`src/hdl/utf8_to_utf16_decoder_macros.svh`:
```
// Assertion macros shared by the utf8_to_utf16_decoder RTL.
// No dependencies; included by the modules that carry assertions.
`ifndef UTF8_TO_UTF16_DECODER_MACROS_SVH
`define UTF8_TO_UTF16_DECODER_MACROS_SVH

// same-cycle implication, checked out of reset
`define U2U_ASSERT_IMPLIES(name, clk, rst, ante, cons) \
   name: assert property (@(posedge clk) disable iff (rst) (ante) |-> (cons)) \
      else $error("u2u assertion failed");

// next-cycle implication, checked out of reset
`define U2U_ASSERT_NEXT(name, clk, rst, ante, cons) \
   name: assert property (@(posedge clk) disable iff (rst) (ante) |=> (cons)) \
      else $error("u2u assertion failed");

`endif

```
`src/hdl/u2u_pkg.sv`:
```
// Package for the utf8_to_utf16_decoder: status codes, byte classes,
// the job record passed from the decode front end to the output back end.
package u2u_pkg;

   localparam int QUEUE_DEPTH = 4;

   localparam logic [7:0]  BYTE_CONT_BASE = 8'h80;
   localparam logic [7:0]  BYTE_LEAD2     = 8'hC0;
   localparam logic [7:0]  BYTE_LEAD3     = 8'hE0;
   localparam logic [7:0]  BYTE_LEAD4     = 8'hF0;
   localparam logic [7:0]  BYTE_ILLEGAL   = 8'hF8;

   localparam logic [20:0] SUPP_BASE  = 21'h10000;
   localparam logic [15:0] SURR_HIGH  = 16'hD800;
   localparam logic [15:0] SURR_LOW   = 16'hDC00;

   typedef enum logic [1:0] {
      STATUS_UNIT = 2'd0,
      STATUS_END  = 2'd1,
      STATUS_ERR  = 2'd2
   } status_type;

   // one decoded transaction; a pair sends unit_first then unit_second
   typedef struct packed {
      status_type  status;
      logic        pair;
      logic [15:0] unit_first;
      logic [15:0] unit_second;
   } job_type;

endpackage

```
`src/hdl/u2u_front.sv`:
```
// Decode front end of the utf8_to_utf16_decoder: accepts bytes, tracks
// sequence state and builds one job per result-producing byte. Uses u2u_pkg.
module u2u_front (
   input  logic             clock,
   input  logic             reset,
   input  logic             accept,
   input  logic [7:0]       in_byte,
   output logic             job_valid,
   output u2u_pkg::job_type job
);

   logic [1:0]  bytes_left_ff, bytes_left_in;
   logic [20:0] accum_ff, accum_in;
   logic        discarding_ff, discarding_in;

   logic [20:0] offset;

   always_ff @(posedge clock) begin
      if (reset) begin
         bytes_left_ff <= '0;
         accum_ff      <= '0;
         discarding_ff <= 1'b0;
      end else if (accept) begin
         bytes_left_ff <= bytes_left_in;
         accum_ff      <= accum_in;
         discarding_ff <= discarding_in;
      end
   end

   assign offset = accum_in - u2u_pkg::SUPP_BASE;

   always_comb begin
      bytes_left_in   = bytes_left_ff;
      accum_in        = accum_ff;
      discarding_in   = discarding_ff;
      job_valid       = 1'b0;
      job.status      = u2u_pkg::STATUS_UNIT;
      job.pair        = 1'b0;
      job.unit_first  = '0;
      job.unit_second = '0;

      if (discarding_ff) begin
         if (in_byte == 8'h00) begin
            discarding_in = 1'b0;
         end
      end else if (bytes_left_ff != 2'd0) begin
         if (in_byte[7:6] == 2'b10) begin
            accum_in      = {accum_ff[14:0], in_byte[5:0]};
            bytes_left_in = bytes_left_ff - 2'd1;
            if (bytes_left_ff == 2'd1) begin
               job_valid = 1'b1;
               if (|accum_in[20:16]) begin
                  job.pair        = 1'b1;
                  job.unit_first  = u2u_pkg::SURR_HIGH | {6'd0, offset[19:10]};
                  job.unit_second = u2u_pkg::SURR_LOW | {6'd0, offset[9:0]};
               end else begin
                  job.unit_first = accum_in[15:0];
               end
            end
         end else begin
            bytes_left_in = 2'd0;
            accum_in      = '0;
            discarding_in = (in_byte != 8'h00);
            job_valid     = 1'b1;
            job.status    = u2u_pkg::STATUS_ERR;
         end
      end else if (in_byte == 8'h00) begin
         job_valid  = 1'b1;
         job.status = u2u_pkg::STATUS_END;
      end else if (in_byte < u2u_pkg::BYTE_CONT_BASE) begin
         job_valid      = 1'b1;
         job.unit_first = {8'd0, in_byte};
      end else if (in_byte < u2u_pkg::BYTE_LEAD2 || in_byte >= u2u_pkg::BYTE_ILLEGAL) begin
         discarding_in = 1'b1;
         job_valid     = 1'b1;
         job.status    = u2u_pkg::STATUS_ERR;
      end else if (in_byte < u2u_pkg::BYTE_LEAD3) begin
         accum_in      = {16'd0, in_byte[4:0]};
         bytes_left_in = 2'd1;
      end else if (in_byte < u2u_pkg::BYTE_LEAD4) begin
         accum_in      = {17'd0, in_byte[3:0]};
         bytes_left_in = 2'd2;
      end else begin
         accum_in      = {18'd0, in_byte[2:0]};
         bytes_left_in = 2'd3;
      end
   end

endmodule

```
`src/hdl/u2u_fifo.sv`:
```
// Job queue between decode front end and output back end of the
// utf8_to_utf16_decoder. Uses u2u_pkg and the shared assertion macros.
`include "utf8_to_utf16_decoder_macros.svh"

module u2u_fifo #(
   parameter int Depth = u2u_pkg::QUEUE_DEPTH
) (
   input  logic             clock,
   input  logic             reset,
   input  logic             wr_en,
   input  u2u_pkg::job_type wr_job,
   output logic             full,
   input  logic             rd_en,
   output logic             rd_valid,
   output u2u_pkg::job_type rd_job
);

   localparam int AddrWidth  = (Depth > 1) ? $clog2(Depth) : 1;
   localparam int CountWidth = $clog2(Depth + 1);

   u2u_pkg::job_type       mem_ff [Depth];
   logic [AddrWidth-1:0]   wr_ptr_ff, rd_ptr_ff;
   logic [CountWidth-1:0]  count_ff;

   function automatic logic [AddrWidth-1:0] next_ptr(input logic [AddrWidth-1:0] ptr);
      next_ptr = (ptr == AddrWidth'(Depth - 1)) ? '0 : ptr + 1'b1;
   endfunction

   always_ff @(posedge clock) begin
      if (wr_en) begin
         mem_ff[wr_ptr_ff] <= wr_job;
      end
   end

   always_ff @(posedge clock) begin
      if (reset) begin
         wr_ptr_ff <= '0;
         rd_ptr_ff <= '0;
         count_ff  <= '0;
      end else begin
         if (wr_en) wr_ptr_ff <= next_ptr(wr_ptr_ff);
         if (rd_en) rd_ptr_ff <= next_ptr(rd_ptr_ff);
         if (wr_en && !rd_en) begin
            count_ff <= count_ff + 1'b1;
         end else if (rd_en && !wr_en) begin
            count_ff <= count_ff - 1'b1;
         end
      end
   end

   assign full     = (count_ff == CountWidth'(Depth));
   assign rd_valid = (count_ff != '0);
   assign rd_job   = mem_ff[rd_ptr_ff];

   `U2U_ASSERT_IMPLIES(a_no_overflow, clock, reset, wr_en, !full)
   `U2U_ASSERT_IMPLIES(a_no_underflow, clock, reset, rd_en, rd_valid)
   `U2U_ASSERT_NEXT(a_count_grows, clock, reset, wr_en && !rd_en, count_ff == $past(count_ff) + 1'b1)

endmodule

```
`src/hdl/u2u_back.sv`:
```
// Output back end of the utf8_to_utf16_decoder: expands queued jobs into
// result transactions through an output register. Uses u2u_pkg and macros.
`include "utf8_to_utf16_decoder_macros.svh"

module u2u_back (
   input  logic             clock,
   input  logic             reset,
   input  logic             job_valid,
   input  u2u_pkg::job_type job,
   output logic             job_take,
   output logic [15:0]      code_unit,
   output logic [1:0]       status,
   output logic             last_of_run,
   output logic             empty,
   input  logic             pop
);

   logic        out_valid_ff, out_valid_in;
   logic        phase_ff, phase_in;
   logic [15:0] unit_ff, unit_in;
   logic [1:0]  status_ff, status_in;
   logic        last_ff, last_in;
   logic        load;

   assign load = !out_valid_ff || pop;

   always_comb begin
      out_valid_in = out_valid_ff;
      phase_in     = phase_ff;
      unit_in      = unit_ff;
      status_in    = status_ff;
      last_in      = last_ff;
      job_take     = 1'b0;
      if (load) begin
         out_valid_in = job_valid;
         if (job_valid) begin
            status_in = job.status;
            if (job.pair && !phase_ff) begin
               unit_in  = job.unit_first;
               last_in  = 1'b0;
               phase_in = 1'b1;
            end else if (job.pair) begin
               unit_in  = job.unit_second;
               last_in  = 1'b1;
               phase_in = 1'b0;
               job_take = 1'b1;
            end else begin
               unit_in  = job.unit_first;
               last_in  = 1'b1;
               job_take = 1'b1;
            end
         end
      end
   end

   always_ff @(posedge clock) begin
      if (reset) begin
         out_valid_ff <= 1'b0;
         phase_ff     <= 1'b0;
      end else begin
         out_valid_ff <= out_valid_in;
         phase_ff     <= phase_in;
      end
   end

   always_ff @(posedge clock) begin
      unit_ff   <= unit_in;
      status_ff <= status_in;
      last_ff   <= last_in;
   end

   assign code_unit   = unit_ff;
   assign status      = status_ff;
   assign last_of_run = last_ff;
   assign empty       = !out_valid_ff;

   `U2U_ASSERT_IMPLIES(a_pair_half_held, clock, reset, phase_ff, out_valid_ff && !last_ff && job_valid)
   `U2U_ASSERT_IMPLIES(a_non_unit_last, clock, reset, out_valid_ff && status_ff != u2u_pkg::STATUS_UNIT, last_ff)

endmodule

```
`src/hdl/utf8_to_utf16_decoder.sv`:
```
// Top level of the UTF-8 to UTF-16 stream decoder.
// Instantiates u2u_front, u2u_fifo and u2u_back; uses u2u_pkg.
//
// Usage:
//   Input queue: drive req_in_byte and raise push; the byte is taken at a
//   clock edge where push is high and full is low. A zero byte ends a string.
//   Result queue: while empty is low the oldest result sits on rsp_code_unit,
//   rsp_status and rsp_last_of_run; it is taken at an edge with pop high.
//   rsp_status: 0 code unit, 1 clean end of string, 2 illegal sequence.
//   After an error, bytes up to and including the next zero give no result.
// Timing:
//   A byte's first result is written into the job queue, then loaded into the output register.
//   One byte per cycle is taken while full is low; one result per cycle is delivered while pop stays high.
//   A supplementary code point gives two results,
//   first the high surrogate (last_of_run low), then the low surrogate.
//   A QueueDepth-entry job queue between decode and output absorbs stalls;
//   when the consumer stops popping the queue fills and full rises.
// Reset: synchronous, active high; clears the decode state, the queue and
//   the output valid flag, so empty is high after reset.
module utf8_to_utf16_decoder #(
   parameter int QueueDepth = u2u_pkg::QUEUE_DEPTH
) (
   input  logic        clock,
   input  logic        reset,
   input  logic [7:0]  req_in_byte,
   input  logic        push,
   output logic        full,
   output logic [15:0] rsp_code_unit,
   output logic [1:0]  rsp_status,
   output logic        rsp_last_of_run,
   output logic        empty,
   input  logic        pop
);

   logic             accept;
   logic             front_valid;
   u2u_pkg::job_type front_job;
   logic             head_valid;
   u2u_pkg::job_type head_job;
   logic             head_take;

   assign accept = push && !full;

   u2u_front u_front (
      .clock     (clock),
      .reset     (reset),
      .accept    (accept),
      .in_byte   (req_in_byte),
      .job_valid (front_valid),
      .job       (front_job)
   );

   u2u_fifo #(
      .Depth (QueueDepth)
   ) u_fifo (
      .clock    (clock),
      .reset    (reset),
      .wr_en    (accept && front_valid),
      .wr_job   (front_job),
      .full     (full),
      .rd_en    (head_take),
      .rd_valid (head_valid),
      .rd_job   (head_job)
   );

   u2u_back u_back (
      .clock       (clock),
      .reset       (reset),
      .job_valid   (head_valid),
      .job         (head_job),
      .job_take    (head_take),
      .code_unit   (rsp_code_unit),
      .status      (rsp_status),
      .last_of_run (rsp_last_of_run),
      .empty       (empty),
      .pop         (pop)
   );

endmodule

```
`config.mk`:
```
export PLATFORM = sky130hd
export DESIGN_NAME = utf8_to_utf16_decoder
export DESIGN_NICKNAME = d
export VERILOG_FILES = /design/src/hdl/u2u_pkg.sv /design/src/hdl/u2u_front.sv /design/src/hdl/u2u_fifo.sv /design/src/hdl/u2u_back.sv /design/src/hdl/utf8_to_utf16_decoder.sv
export VERILOG_INCLUDE_DIRS = /design/src /design/src/hdl
export SDC_FILE = /design/constraint.sdc
export NUM_CORES = 1
export LEC_CHECK = 0
export BUFFER_PORTS_ARGS = -buffer_cell sky130_fd_sc_hd__buf_2
export CAP_MARGIN = 15
export CORE_MARGIN = 10
export CORE_UTILIZATION = 45
export DETAILED_ROUTE_END_ITERATION = 12
export GPL_ROUTABILITY_DRIVEN = 0
export SLEW_MARGIN = 20
export SYNTH_ARGS = -nofsm -noshare
export SYNTH_HDL_FRONTEND = slang
export SYNTH_HIERARCHICAL = 1
export SYNTH_SLANG_ARGS = --single-unit
```
`constraint.sdc`:
```
create_clock -name clock -period 8.6 [get_ports clock]
set_clock_uncertainty 0.05 [all_clocks]
set_input_delay 0.86 -clock clock [delete_from_list [all_inputs] [get_ports clock]]
set_output_delay 0.86 -clock clock [all_outputs]
set_load 0.01 [all_outputs]
```
# Yosys cells after proc, flatten, opt, wreduce, memory -nomap -nowiden
# Memories as Yosys holds them, arrays and structs flattened. A register that Yosys moved wholly into a read port is not among the register bits.
# Index checks and enable logic that the tools add are counted.
# classes
add_sub_neg	6
magnitude_cmp	5
eq_ne	8
muxes	59
n_bitwise	1
n_reduce_logical	22
# op_table
operator	n
2-to-1 mux 21 bit	7
2-to-1 mux 16 bit	7
2-to-1 mux 33 bit	2
2-to-1 mux 35 bit	1
less-than comparator 8 bit (second input constant)	4
2-to-1 mux 2 bit	15
2-to-1 mux 1 bit	23
subtractor 20 x 17 -> 20 bit (second input constant)	1
greater-or-equal comparator 8 bit (second input constant)	1
logical NOT 8 bit	1
2-to-1 mux 8 bit	1
nonzero test 8 bit	1
equality test 2 bit (second input constant)	3
2-to-1 mux 3 bit	2
inequality test 2 x 1 -> 1 bit (second input constant)	3
nonzero test 2 bit	3
logical AND 1 bit	5
logical NOT 1 bit	5
AND reduction 5 bit	1
OR reduction 5 bit	1
adder 2 x 1 -> 2 bit (second input constant)	2
2-to-1 mux 4 bit	1
adder 3 x 1 -> 3 bit (second input constant)	1
equality test 3 bit (second input constant)	1
other kinds (8)	9
# totals
register_bits	52
mem_bits_rw	140
in_bits	12
output_inout_bits	21
word_cells	113
n_memories	1
# mem_list
memory	words	width	read_ports	rd_ports_with_merged_regs	write_ports	line_no	source
u_fifo.mem_ff	4	35	1	1	1	u2u_fifo.sv:21	u2u_pkg::job_type mem_ff [Depth];

# Longest topological paths before layout
# depth
depth_word	14
mapped_depth	13
ltp_nobuf	12

# Hierarchy
# Netlist, hierarchy kept.
# by_module_without_submodules
mod	n_inst	cells_each	area_per_inst_um2	seq_area_each_um2
u2u_fifo	1	227	5544.1	4384.2
u2u_front	1	225	1584.0	460.4
u2u_back	1	50	919.6	610.6
utf8_to_utf16_decoder	1	2	15.0	0.0

# Worst setup path after synthesis
# Ideal clock, no wire load.
# synth_timing
kind	input-to-reg
from	input pop
to	register u_fifo.count_ff[2]
setup_ps	70
arrival_ps	2857
required_ps	8480
path_slack_ps	5623
stages	10
path_buffers	0
path_cell_list	nand2b_1 -> and2_1 -> and2_1 -> inv_1 -> ha_1 -> inv_1 -> fa_1 -> xor2_1 -> or3_1 -> a21oi_1
# synth_between
elab_chain_cells	5
word_cells_on_any_way	7
classes_between	2 x mux; 5 x reduce/logical
# synth_rtl
item	line_no	source
start: declaration	utf8_to_utf16_decoder.sv:32	input logic pop
logical OR 1 bit (*)	u2u_back.sv:25	assign load = !out_valid_ff || pop;
2-to-1 mux 1 bit (*)	u2u_back.sv:34	if (load) begin
named net head_take	utf8_to_utf16_decoder.sv:40	logic head_take;
logical NOT 1 bit	u2u_fifo.sv:43	if (wr_en && !rd_en) begin
logical AND 1 bit	u2u_fifo.sv:43	
2-to-1 mux 3 bit / nonzero test 2 bit (equally long branches)	--	
end signal: assignment	u2u_fifo.sv:44	count_ff <= count_ff + 1'b1;
end signal: assignment	u2u_fifo.sv:46	count_ff <= count_ff - 1'b1;
end: declaration	u2u_fifo.sv:23	logic [CountWidth-1:0] count_ff;
# The timed path passes the listed nets; every way through them passes the cells marked *.
# A chain may end at the register's enable or synchronous reset.

# Worst setup path after layout
# layout_timing
from	register u_front.bytes_left_ff[0]
to	register u_fifo.count_ff[2]
# layout_between
elab_chain_cells	9
word_cells_on_any_way	12
classes_between	1 x eq/ne; 5 x mux; 6 x reduce/logical
# layout_rtl
item	line_no	source
start: declaration	u2u_front.sv:12	logic [1:0] bytes_left_ff, bytes_left_in;
start signal: assignment	u2u_front.sv:24	bytes_left_ff <= bytes_left_in;
equality test 2 x 1 -> 1 bit	u2u_front.sv:50	if (bytes_left_ff == 2'd1) begin
2-to-1 mux 1 bit	u2u_front.sv:50	
2-to-1 mux 1 bit	u2u_front.sv:47	if (in_byte[7:6] == 2'b10) begin
2-to-1 mux 1 bit (*)	u2u_front.sv:46	end else if (bytes_left_ff != 2'd0) begin
2-to-1 mux 1 bit (*)	u2u_front.sv:42	if (discarding_ff) begin
named net front_valid	utf8_to_utf16_decoder.sv:36	logic front_valid;
logical AND 1 bit (*)	utf8_to_utf16_decoder.sv:58	.wr_en (accept && front_valid),
logical NOT 1 bit	u2u_fifo.sv:45	end else if (rd_en && !wr_en) begin
logical AND 1 bit	u2u_fifo.sv:45	
nonzero test 2 bit (no source line)	--	
# Marks and branches as above.

==> impl_summary.log <==
INFO  metric share_of_layout_cells_above_drive_strength_1 = 22.6%
INFO  metric root_buffer = sky130_fd_sc_hd__clkbuf_16
INFO  metric ff2ff_path_depth = 12
INFO  metric relSlewSlack = 37.6%
INFO  metric synthArstFlopShare = 0%
INFO  metric synth_cell_types = 55
INFO  metric slowest_stage = sky130_fd_sc_hd__ha_1
INFO  metric cts_hold_buf = 0
INFO  metric synth.top_cells.by_area = sky130_fd_sc_hd__edfxtp_1, sky130_fd_sc_hd__dfxtp_1, sky130_fd_sc_hd__mux4_2
INFO  metric worstMarginPinSlew = 0.933 ns
INFO  metric number_of_enable_flip_flop_cells_after_synthesis = 159
INFO  metric timing.rr.start = u_front/bytes_left_ff[0]
INFO  metric io_pins = 33
INFO  metric slowest_delay = 0.71 ns
INFO  metric die_width = 154 um
INFO  metric post_route_insts_no_fill = 769
INFO  metric grt_first_pass_wirelength = 24700 um
INFO  metric grt_pass1_vias = 4416
INFO  metric synth.yosys.seq_area_share = 67.7%
INFO  metric antenna_left = 0
INFO  metric grt_use_total = 13.4%
INFO  metric report.power.total = 2.53 mW
INFO  metric crit_start = u_front/bytes_left_ff[0]
INFO  metric synth_area_per_cell = 16.0 sq um
INFO  metric wire_per_inst = 20.2 um
INFO  metric detail_route.drc_violations = 0
INFO  metric static-leakage-power = 2.92 nW
INFO  metric port_buffers = 32
INFO  metric end_kind = flop
INFO  metric num_rows = 48
INFO  metric number_of_antenna_violations_at_the_first_check_in_global_routing = 0
INFO  metric post_cts_resize_count = 0
INFO  metric postSynth.topFlopCell = sky130_fd_sc_hd__edfxtp_1
INFO  metric grt_max_degree = 36
INFO  metric clk_path_buf_depth = 2
INFO  metric setup_violations = 0
INFO  metric cts_tree = built
INFO  metric netlist_top_cells_count = sky130_fd_sc_hd__edfxtp_1, sky130_fd_sc_hd__nor2_1, sky130_fd_sc_hd__dfxtp_1, sky130_fd_sc_hd__mux4_2, sky130_fd_sc_hd__nand2_1
INFO  metric per_cell_via_count_in_the_routed_design = 5.63
INFO  metric cts-htree-levels = 4
INFO  metric timing.final.crit_share = 38.7%
INFO  metric drt_pass1_iterations = 7
INFO  metric cp_max_fo = 26
INFO  metric min_path_cells = 2
INFO  metric dieArea = 23700 sq um
INFO  metric synth.cell_area = 8060 sq um
INFO  metric critPathRequiredTime = 8.90 ns
INFO  metric layout_min_cycle_time = 3.33 ns
INFO  metric worstPathArrival = 3.63 ns
INFO  metric insertion_delay = 0.42 ns
INFO  metric hold_start = u_front/bytes_left_ff[1]
INFO  metric detail_route.iter0.violations = 516
INFO  metric number_of_buffers_inserted_during_clock_tree_synthesis = 17
INFO  metric hold_violations = 0
INFO  metric timing.hold.ws = 0.420 ns
INFO  metric timing.critical_path.depth = 12
INFO  metric drv_cap = 0
INFO  metric yosysTopAreaCell = sky130_fd_sc_hd__edfxtp_1
INFO  metric yosys_warning_count = 6
INFO  metric power_density = 283 nW/um^2
INFO  metric ys_ff_latch = 193
INFO  metric final_util = 51.2%
INFO  metric path_buf_inv = 2
INFO  metric totalWireLength = 15500 um
INFO  metric timing.hold.worst.class = flop to flop
INFO  metric crit_path_cell_trace = inv_1, ha_1, or2_2, o22ai_1, a21oi_1, and3b_1, ha_1, inv_1, fa_1, xor2_1, or3_1, a21oi_1
INFO  metric setup_tns = 0 ns
INFO  metric syn-num-nets = 526
INFO  metric setup_repair_after_global_routing_missed_its_margin = no
INFO  metric timing.critical_path.max_delay_family = adder cells
INFO  metric total_number_of_vias = 4327
INFO  metric status = finished, final reports clean
INFO  metric critPathKind = flop to flop
INFO  metric floorplan_die_height = 154 um
INFO  metric post-synth-top-count-cell = sky130_fd_sc_hd__edfxtp_1
INFO  metric area_delta_synth_final = 10.7%
INFO  metric post-dp-hpwl = 9420 um
INFO  metric number_of_slew_limit_violations_in_the_final_report = 0
INFO  metric cts.reportedPaths.clkPinSlew = 0.07 ns
INFO  metric clock-sinks = 193
INFO  metric startpoint_type = flop
INFO  metric syn_inst = 504
INFO  metric synth_top_cell_area_share = 59.2%
INFO  metric placed_cells = 737
INFO  metric coreArea = 17400 sq um
INFO  metric nNetsFinal = 553
INFO  metric grt-ovfl-total = 0
INFO  metric vdd_ir_drop_max = 141 uV
INFO  metric initial_utilization = 46.3%
INFO  metric post-cts-setup-buffers = 0
INFO  metric maxClockFrequency = 0.300 GHz
INFO  metric antenna_cells = 0
power by group:
part           internal, mW  switching, mW
Sequential             1.17         0.0412
Combinational         0.245          0.289
Clock                 0.464          0.318
Total                  1.88          0.649
path summary, 6_finish.rpt:
| kind | endpoint | slack (ns) |
|---|---|---|
| min | u_front/bytes_left_ff[1] | 0.42 |
| max | u_fifo/count_ff[2] | 5.27 |
| max reg2reg | u_fifo/count_ff[2] | 5.27 |
| min reg2reg | u_front/bytes_left_ff[1] | 0.42 |
cells by family after synthesis:
kind of cell / synth area share [%]
adder cells (fa/ha/maj): 1.64
flip-flops: 67.7
XOR/XNOR: 0.326
buffers and inverters: 3.40
AO/OA/AOI/OAI: 6.49
AND/OR/NAND/NOR: 7.23
other: 0.0465
multiplexers: 13.2
per-layer routing:
metal | routed length [um] | vias to the layer above | GRT usage (%)
met3 | 698 | 20 | 3.01
met4 | 240 | 0 | 4.81
met5 | 0 | - | 0
met1 | 6740 | 2190 | 17.5
met2 | 7820 | 116 | 21.6
li1 | - | 2001 | -
worst register-to-register path, delay by kind of cell (launching register included):
family	cells	cell delay (ns)
fa+ha+maj	3	1.30
simple gates	3	0.90
compound gates	3	0.39
flops	1	0.33
xor+xnor	1	0.16
buf+inv	2	0.14
stage by stage:
stage          setup slack [ns]  instance area (sq um)
3_3_place_gp               5.40                   8330
3_5_place_dp               5.28                   8330
4_1_cts                    5.28                   8920
2_1_floorplan              5.62                   8060
6_report                   5.27                   8920
5_1_grt                    4.95                   8920
cell usage in the layout, fill, tap and decap left out, drive strengths merged, types with 2 or more instances in the layout:
master,Yosys,layout
or3,5,5
clkinv,0,3
a21oi,18,18
nor2,54,54
nand2,30,30
and2,10,10
xor2,3,3
dfxtp,34,34
mux4,35,35
edfxtp,159,159
nand3,7,7
a22oi,24,24
a211oi,5,5
clkbuf,12,22
o21ai,13,13
a32oi,5,5
buf,20,40
o22ai,2,2
ha,9,9
mux2i,4,4
mux2,16,16
inv,11,12
clkinvlp,0,3
bufinv,0,3
nor3b,3,3
nor4,2,2
nor2b,3,3
cell type report:
type / instances / area (sq um)
fillers: 1456 / 8490
flip-flops and latches: 193 / 5460
multi-input cells: 268 / 2330
clock buffers: 22 / 454
well taps: 225 / 282
repair buffers: 40 / 220
clock inverters: 10 / 136
inverters: 11 / 41.3
registers in the layout, summed over array words and instances, names as in the netlist, named ones only:
register and cells:
u_front/accum_ff 20, u_front/bytes_left_ff 2, u_back/last_of_run 1, u_fifo/mem_ff 140, u_fifo/count_ff 3, u_back/out_valid_ff 1
u_fifo/wr_ptr_ff 2, u_front/discarding_ff 1, u_back/status 2, u_fifo/rd_ptr_ff 2, u_back/code_unit 16, u_back/phase_ff 1
Note: power is estimated with default switching activity, not from simulation.
